$ cat config.mk
export PLATFORM = sky130hd
export DESIGN_NAME = cell_voltage_window_monitor
export DESIGN_NICKNAME = d
export VERILOG_FILES = /design/src/rtl/core/cvwm_pkg.sv /design/src/rtl/core/cell_voltage_window_monitor.sv
export SDC_FILE = /design/constraint.sdc
export NUM_CORES = 1
export LEC_CHECK = 0
export ABC_AREA = 1
export BUFFER_PORTS_ARGS = -buffer_cell sky130_fd_sc_hd__buf_4
export CORE_MARGIN = 2
export CORE_UTILIZATION = 30
export CTS_BUF_LIST = sky130_fd_sc_hd__clkbuf_8
export DETAILED_ROUTE_END_ITERATION = 7
export GPL_ROUTABILITY_DRIVEN = 1
export PLACE_DENSITY_LB_ADDON = 0.3
export SYNTH_ARGS = -nofsm -noshare
export SYNTH_HDL_FRONTEND = slang
export SYNTH_SLANG_ARGS = --single-unit
export TNS_END_PERCENT = 20
$ cat constraint.sdc
create_clock -name clk -period 4.3 [get_ports clk]
set_input_delay 0.43 -clock clk [delete_from_list [all_inputs] [get_ports clk]]
set_output_delay 0.43 -clock clk [all_outputs]
set_load 0.02 [all_outputs]
$ cat src/rtl/core/cvwm_pkg.sv
`timescale 1ns / 1ps
`default_nettype none

package cvwm_pkg;

  // cells per frame that are checked; later positions are inactive
  localparam int unsigned CELLS = 6;

  localparam int unsigned VOLT_W  = 16;
  localparam int unsigned TOTAL_W = 20;
  localparam int unsigned POS_W   = 4;
  localparam int unsigned SKIP_W  = 4;
  localparam int unsigned CFG_W   = 20;

  localparam logic [TOTAL_W-1:0] TOTAL_MAX = {TOTAL_W{1'b1}};

  localparam logic [VOLT_W-1:0]  CELL_LOW_RST  = 16'd30000;
  localparam logic [VOLT_W-1:0]  CELL_HIGH_RST = 16'd42000;
  localparam logic [TOTAL_W-1:0] PACK_LOW_RST  = 20'd180000;
  localparam logic [SKIP_W-1:0]  SKIP_RST      = 4'd0;

  typedef enum logic [1:0] {
    REG_CELL_LOW  = 2'd0,
    REG_CELL_HIGH = 2'd1,
    REG_PACK_LOW  = 2'd2,
    REG_SKIPPED   = 2'd3
  } cfg_reg_t;

  typedef enum logic [1:0] {
    STATUS_OK       = 2'd0,
    STATUS_UNDER    = 2'd1,
    STATUS_OVER     = 2'd2,
    STATUS_READ_ERR = 2'd3
  } frame_status_t;

  // result payload, first field in the highest bits
  typedef struct packed {
    logic [POS_W-1:0]   lowest_cell;
    logic [TOTAL_W-1:0] pack_total;
    frame_status_t      frame_status;
    logic               over_fault;
    logic               under_fault;
    logic [POS_W-1:0]   cell_position;
  } result_data_t;

  typedef struct packed {
    logic         flag_update;
    logic         frame_done;
    result_data_t data;
  } result_t;

endpackage

`default_nettype wire

$ cat src/rtl/core/cell_voltage_window_monitor.sv
`timescale 1ns / 1ps
`default_nettype none

// cell voltage window monitor
//
// in_*  : one cell reading per transfer. in_tdata holds the voltage in 100 uV
//         units, in_tuser flags a failed chip read, in_tlast marks the last
//         cell of a measurement frame.
// out_* : one result per input transfer, in order. out_tdata carries the cell
//         position and its fault flags, and on the last cell (out_tlast) the
//         frame status, pack total and lowest cell index. out_tuser says the
//         fault flags apply to this cell.
// cfg_* : register writes (limits, skipped cells), taken at once; write only
//         while no result is outstanding.
//
// each result is registered in the output register, or in the skid register
// while the output stalls. throughput is one reading per cycle while
// in_tready is high, set by the single compare/add/min update of frame state.
// when the receiver stalls, one more result is parked in a skid register and
// in_tready then drops until the parked result moves to the output.
// reset (rst_n low, synchronous) empties both registers, clears the frame
// state and loads the register defaults.

module cell_voltage_window_monitor
  import cvwm_pkg::*;
(
  input  wire logic                clk,
  input  wire logic                rst_n,

  input  wire logic                in_tvalid,
  output logic                     in_tready,
  input  wire logic [VOLT_W-1:0]   in_tdata,   // cell_voltage[15:0]
  input  wire logic                in_tuser,   // read_failed[0]
  input  wire logic                in_tlast,

  output logic                     out_tvalid,
  input  wire logic                out_tready,
  // cell_position[3:0], under_fault[4], over_fault[5], frame_status[7:6],
  // pack_total[27:8], lowest_cell[31:28]
  output logic [31:0]              out_tdata,
  output logic                     out_tuser,  // flag_update[0]
  output logic                     out_tlast,

  input  wire logic                cfg_wr_en,
  input  wire logic [1:0]          cfg_addr,
  input  wire logic [CFG_W-1:0]    cfg_wdata
);

  localparam logic [POS_W:0] CELLS_LIM = (POS_W+1)'(CELLS);

  // configuration
  logic [VOLT_W-1:0]  cell_low_r, cell_high_r;
  logic [TOTAL_W-1:0] pack_low_r;
  logic [SKIP_W-1:0]  skipped_r;

  // frame state
  logic [POS_W-1:0]   pos_cnt_r,   pos_cnt_nxt;
  logic [TOTAL_W-1:0] total_r,     total_nxt;
  logic [VOLT_W-1:0]  low_val_r,   low_val_nxt;
  logic [POS_W-1:0]   low_idx_r,   low_idx_nxt;
  logic               low_vld_r,   low_vld_nxt;
  frame_status_t      status_r,    status_nxt;
  logic               fail_r,      fail_nxt;

  // output register and skid register
  logic    out_vld_r, out_vld_nxt;
  logic    skid_vld_r, skid_vld_nxt;
  result_t out_r, out_nxt;
  result_t skid_r;

  logic    in_xfer, out_xfer, out_load, skid_load;

  logic [VOLT_W-1:0]  volt;
  logic               active, is_under, is_over;
  logic [TOTAL_W:0]   sum;
  logic [TOTAL_W-1:0] total_sat;
  frame_status_t      final_status;
  result_t            res;

  assign in_tready = !skid_vld_r;
  assign in_xfer   = in_tvalid && in_tready;
  assign out_xfer  = out_vld_r && out_tready;

  // per-cell evaluation against the current frame state
  always_comb begin
    volt     = in_tdata;
    active   = (pos_cnt_r >= skipped_r) && ({1'b0, pos_cnt_r} < CELLS_LIM);
    fail_nxt = fail_r | in_tuser;
    is_under = (volt <= cell_low_r);
    is_over  = !is_under && (volt >= cell_high_r);

    sum       = {1'b0, total_r} + {{(TOTAL_W+1-VOLT_W){1'b0}}, volt};
    total_sat = sum[TOTAL_W] ? TOTAL_MAX : sum[TOTAL_W-1:0];

    status_nxt  = status_r;
    total_nxt   = total_r;
    low_val_nxt = low_val_r;
    low_idx_nxt = low_idx_r;
    low_vld_nxt = low_vld_r;

    if (active) begin
      if (is_under) begin
        status_nxt = STATUS_UNDER;
      end else if (is_over) begin
        status_nxt = STATUS_OVER;
      end
      total_nxt = total_sat;
      // first active cell always takes the minimum, then strictly lower only
      if (!low_vld_r || volt < low_val_r) begin
        low_val_nxt = volt;
        low_idx_nxt = pos_cnt_r;
        low_vld_nxt = 1'b1;
      end
    end

    final_status = status_nxt;
    if (total_nxt < pack_low_r) begin
      final_status = STATUS_UNDER;
    end
    if (fail_nxt) begin
      final_status = STATUS_READ_ERR;
    end

    res                    = '0;
    res.data.cell_position = pos_cnt_r;
    res.flag_update        = active && !fail_nxt;
    res.data.under_fault   = res.flag_update && is_under;
    res.data.over_fault    = res.flag_update && is_over;
    res.frame_done         = in_tlast;
    if (in_tlast) begin
      res.data.frame_status = final_status;
      res.data.pack_total   = total_nxt;
      res.data.lowest_cell  = low_idx_nxt;
    end

    if (in_tlast) begin
      pos_cnt_nxt = '0;
    end else if (pos_cnt_r != {POS_W{1'b1}}) begin
      pos_cnt_nxt = pos_cnt_r + POS_W'(1);
    end else begin
      pos_cnt_nxt = pos_cnt_r;
    end
  end

  // output / skid steering
  always_comb begin
    out_load     = 1'b0;
    skid_load    = 1'b0;
    out_vld_nxt  = out_vld_r;
    skid_vld_nxt = skid_vld_r;
    out_nxt      = res;
    if (in_xfer) begin
      // skid is empty whenever a transfer is taken
      if (!out_vld_r || out_tready) begin
        out_load    = 1'b1;
        out_vld_nxt = 1'b1;
      end else begin
        skid_load    = 1'b1;
        skid_vld_nxt = 1'b1;
      end
    end else if (out_xfer) begin
      if (skid_vld_r) begin
        out_load     = 1'b1;
        out_nxt      = skid_r;
        skid_vld_nxt = 1'b0;
      end else begin
        out_vld_nxt = 1'b0;
      end
    end
  end

  always_ff @(posedge clk) begin
    if (!rst_n) begin
      out_vld_r   <= 1'b0;
      skid_vld_r  <= 1'b0;
      pos_cnt_r   <= '0;
      total_r     <= '0;
      low_val_r   <= {VOLT_W{1'b1}};
      low_idx_r   <= '0;
      low_vld_r   <= 1'b0;
      status_r    <= STATUS_OK;
      fail_r      <= 1'b0;
      cell_low_r  <= CELL_LOW_RST;
      cell_high_r <= CELL_HIGH_RST;
      pack_low_r  <= PACK_LOW_RST;
      skipped_r   <= SKIP_RST;
    end else begin
      out_vld_r  <= out_vld_nxt;
      skid_vld_r <= skid_vld_nxt;

      if (cfg_wr_en) begin
        case (cfg_addr)
          REG_CELL_LOW:  cell_low_r  <= cfg_wdata[VOLT_W-1:0];
          REG_CELL_HIGH: cell_high_r <= cfg_wdata[VOLT_W-1:0];
          REG_PACK_LOW:  pack_low_r  <= cfg_wdata[TOTAL_W-1:0];
          REG_SKIPPED:   skipped_r   <= cfg_wdata[SKIP_W-1:0];
          default: ;
        endcase
      end

      if (in_xfer) begin
        pos_cnt_r <= pos_cnt_nxt;
        if (in_tlast) begin
          // frame closed, start the next one clean
          total_r   <= '0;
          low_val_r <= {VOLT_W{1'b1}};
          low_idx_r <= '0;
          low_vld_r <= 1'b0;
          status_r  <= STATUS_OK;
          fail_r    <= 1'b0;
        end else begin
          total_r   <= total_nxt;
          low_val_r <= low_val_nxt;
          low_idx_r <= low_idx_nxt;
          low_vld_r <= low_vld_nxt;
          status_r  <= status_nxt;
          fail_r    <= fail_nxt;
        end
      end
    end
  end

  // payload registers
  always_ff @(posedge clk) begin
    if (out_load) begin
      out_r <= out_nxt;
    end
    if (skid_load) begin
      skid_r <= res;
    end
  end

  assign out_tvalid = out_vld_r;
  assign out_tdata  = out_r.data;
  assign out_tuser  = out_r.flag_update;
  assign out_tlast  = out_r.frame_done;

endmodule

`default_nettype wire

==> metrics.yaml <==
cts:
  clock_path_buffers: 2
  cts.sinks: 174
  clockRootBuffer: "clkbuf_8"
  cts_resized: 0
  h-tree-depth: 4
  insertion_delay_ps: 470
  cts_hold_buf: 0
  clk_pin_slew_ps: 100
  cts_buffers: 17
  post-cts-setup-buffers: 0
  cts_tree: "built"
logic_synthesis:
  ys_seq_area_share_pct: 45.1
  synthesis.area_um2: 9230
  synthFlopType: "dfxtp_1"
  ys_ff_latch: 174
  postSynthCellCount: 1115
  yosysWarnings: 0
  syn_nets: 1248
  avgSynthCellArea_um2: 8.28
  ys_async_sr_fraction_pct: 0
  ys_types: 44
  synth_edf_count: 68
place:
  dp_hpwl_um: 18200
  place_congestion: 0.925
  io_buffers: 80
floorplan:
  die_y_um: 179
  design.die.area_um2: 32200
  die_width_um: 179
  io_pins: 81
  start_util_pct: 30.3
  num_rows: 64
  core_area_um2: 30400
sta:
  final_max_slew_viol_count: 0
  skew_ps: 19.6
  worst_pin_slew_ps: 1050
  post-route-period-util_pct: 88.2
  fmax_mhz: 264
  maxSlewHeadroom_pct: 29.4
  rsz0062_at_grt: "false"
  tns_ps: 0
  finalSetupViolCount: 0
  fin_crit_ps: 3790
  holdWs_ps: 191
  finalHoldViolations: 0
critical_path:
  crit_type: "flip-flop to flip-flop"
  timing.critical_path.from: "total_r[0]$_SDFFE_PN0P_"
  arrival_ps: 4020
  cp-end-kind: "flip-flop"
  path_max_fanout: 9
  cp_num_buf_inv: 2
  critical_path.startpoint_type: "flip-flop"
  cp_top_family: "simple AND/OR/NAND/NOR gates"
  reg2reg_from: "total_r[0]$_SDFFE_PN0P_"
  critPathRequiredTime_ps: 4530
  cp_slowest_cell: "fa_1"
  max_stage_delay_ps: 400
  cp_common_cell: "nand2_1"
power_and_ir_drop:
  internal_power_uw: 2860
  power.share.clock_pct: 32.3
  p_leak_uw: 0.00478
  vdd_ir_drop_max_v: 0.000197
  sequentialPowerShare_pct: 45.7
  comb_power_share_pct: 22.0
  p_per_area_nw_per_um2: 382
  p_sw_uw: 1230
  p_sw_share_pct: 30.1
route:
  drt-initial-drc-count: 485
  drtPass1Iterations: 5
  drc: 0
  viasPerCell: 4.72
  ant_nets: 0
  wl_per_cell_um: 15.8
  drt_wl_total_um: 25200
  vias: 7535
cells_and_area:
  layout_commonest_cell: "nand2_1"
  final_cell_mix: "nand2_1 (243), inv_1 (136), a21oi_1 (117)"
  drive_gt1_share_pct: 13.3
  n_antenna_cell: 0
  area_delta_synth_final_pct: 16.1
  finish.net_count: 1320
grt:
  grt_antenna_before_repair: 0
  grt_pass1_vias: 7126
  track_usage_pct: 16.5
  grt_pass1_wl_um: 39900
  grt_max_degree: 77
  grt-ovfl-total: 0
hold_path:
  min_path_type: "input pin to flip-flop"
  worstHoldStart: "cfg_wdata[15]"
run:
  maxCapViolations: 0
outcome:
  status: "finished clean"
[state kept, by name (all words and copies together) (netlist names), 16 cells and up]
| register | cells |
|---|---|
| cell_high_r | 16 |
| cell_low_r | 16 |
| low_val_r | 16 |
| out_tdata | 32 |
| pack_low_r | 20 |
| skid_r | 34 |
| total_r | 20 |
[routing by layer]
metal	wire (µm)	up-vias	track usage (%)
met5	0	-	0
met4	566	0	5.31
met3	1210	25	3.33
met2	11400	163	26.2
met1	12000	3458	22.4
li1	-	3889	-
[cell usage after synthesis (8+ instances only)]
cell type    n  share of area, %
a21oi_1    117               6.3
clkbuf_1    28               1.1
dfxtp_1    106                23
edfxtp_1    68                22
ha_1        87                12
inv_1      133               5.4
inv_2       11              0.45
nand2_1    243               9.9
nand2_2      8              0.54
nand3_1     42               2.3
nand4_1      9              0.61
nor2_1      60               2.4
o211ai_1    23               1.9
o21ai_0     90               4.9
o21ai_1     16              0.87
[final timing paths]
path / end / slack (ps) / cells after the start
max: out_tdata[7]$_DFFE_PP_ / 510 / 25
min reg2reg: low_idx_r[3]$_SDFFE_PN0P_ / 440 / 2
min: cell_high_r[15]$_SDFFE_PN1P_ / 190 / 3
max reg2reg: out_tdata[7]$_DFFE_PP_ / 510 / 25
[worst min-delay path: stages]
cell and delay (ps):
buf_4 90, nand2_1 50, o211ai_1 60
[logic make-up (layout without fill, tap and decap cells)]
group                    Yosys count  after routing  synth area share [%]
XOR/XNOR                           9              9                 0.854
adder cells (fa/ha/maj)           88             88                  12.0
buffers and inverters            182            266                  7.63
flip-flops                       174            174                  45.1
AO/OA/AOI/OAI                    279            279                  16.9
AND/OR/NAND/NOR                  383            383                  17.5
[power by group through the flow]
stage                     logic [µW]  registers [µW]  clock network (µW)
after detailed placement         898            1910                   0
after floorplan                  551            1950                   0
after CTS                        903            1870                1360
after global routing            1030            1880                1420
after global placement           887            1910                   0
final                            899            1870                1320
[through the flow]
stage	total power (µW)	instance area, µm²	util, %	setup slack [ps]	instances
after floorplan	2500	9230	-	397	1115
final	4100	10700	35.2	506	1595
after global routing	4330	10700	35.2	132	1595
after CTS	4130	10700	35.2	548	1595
after detailed placement	2810	10300	33.7	320	1564
after global placement	2800	10300	33.7	408	1564
[layout make-up]
cell class,count,area [µm²]
fill,3230,19700
inverter,145,544
timing repair buffer,90,676
tap,396,495
multi-input combinational,759,4370
clock inverter,12,195
clock buffer,19,262
sequential,174,4160
No activity file was read; power rests on OpenSTA's default activity.
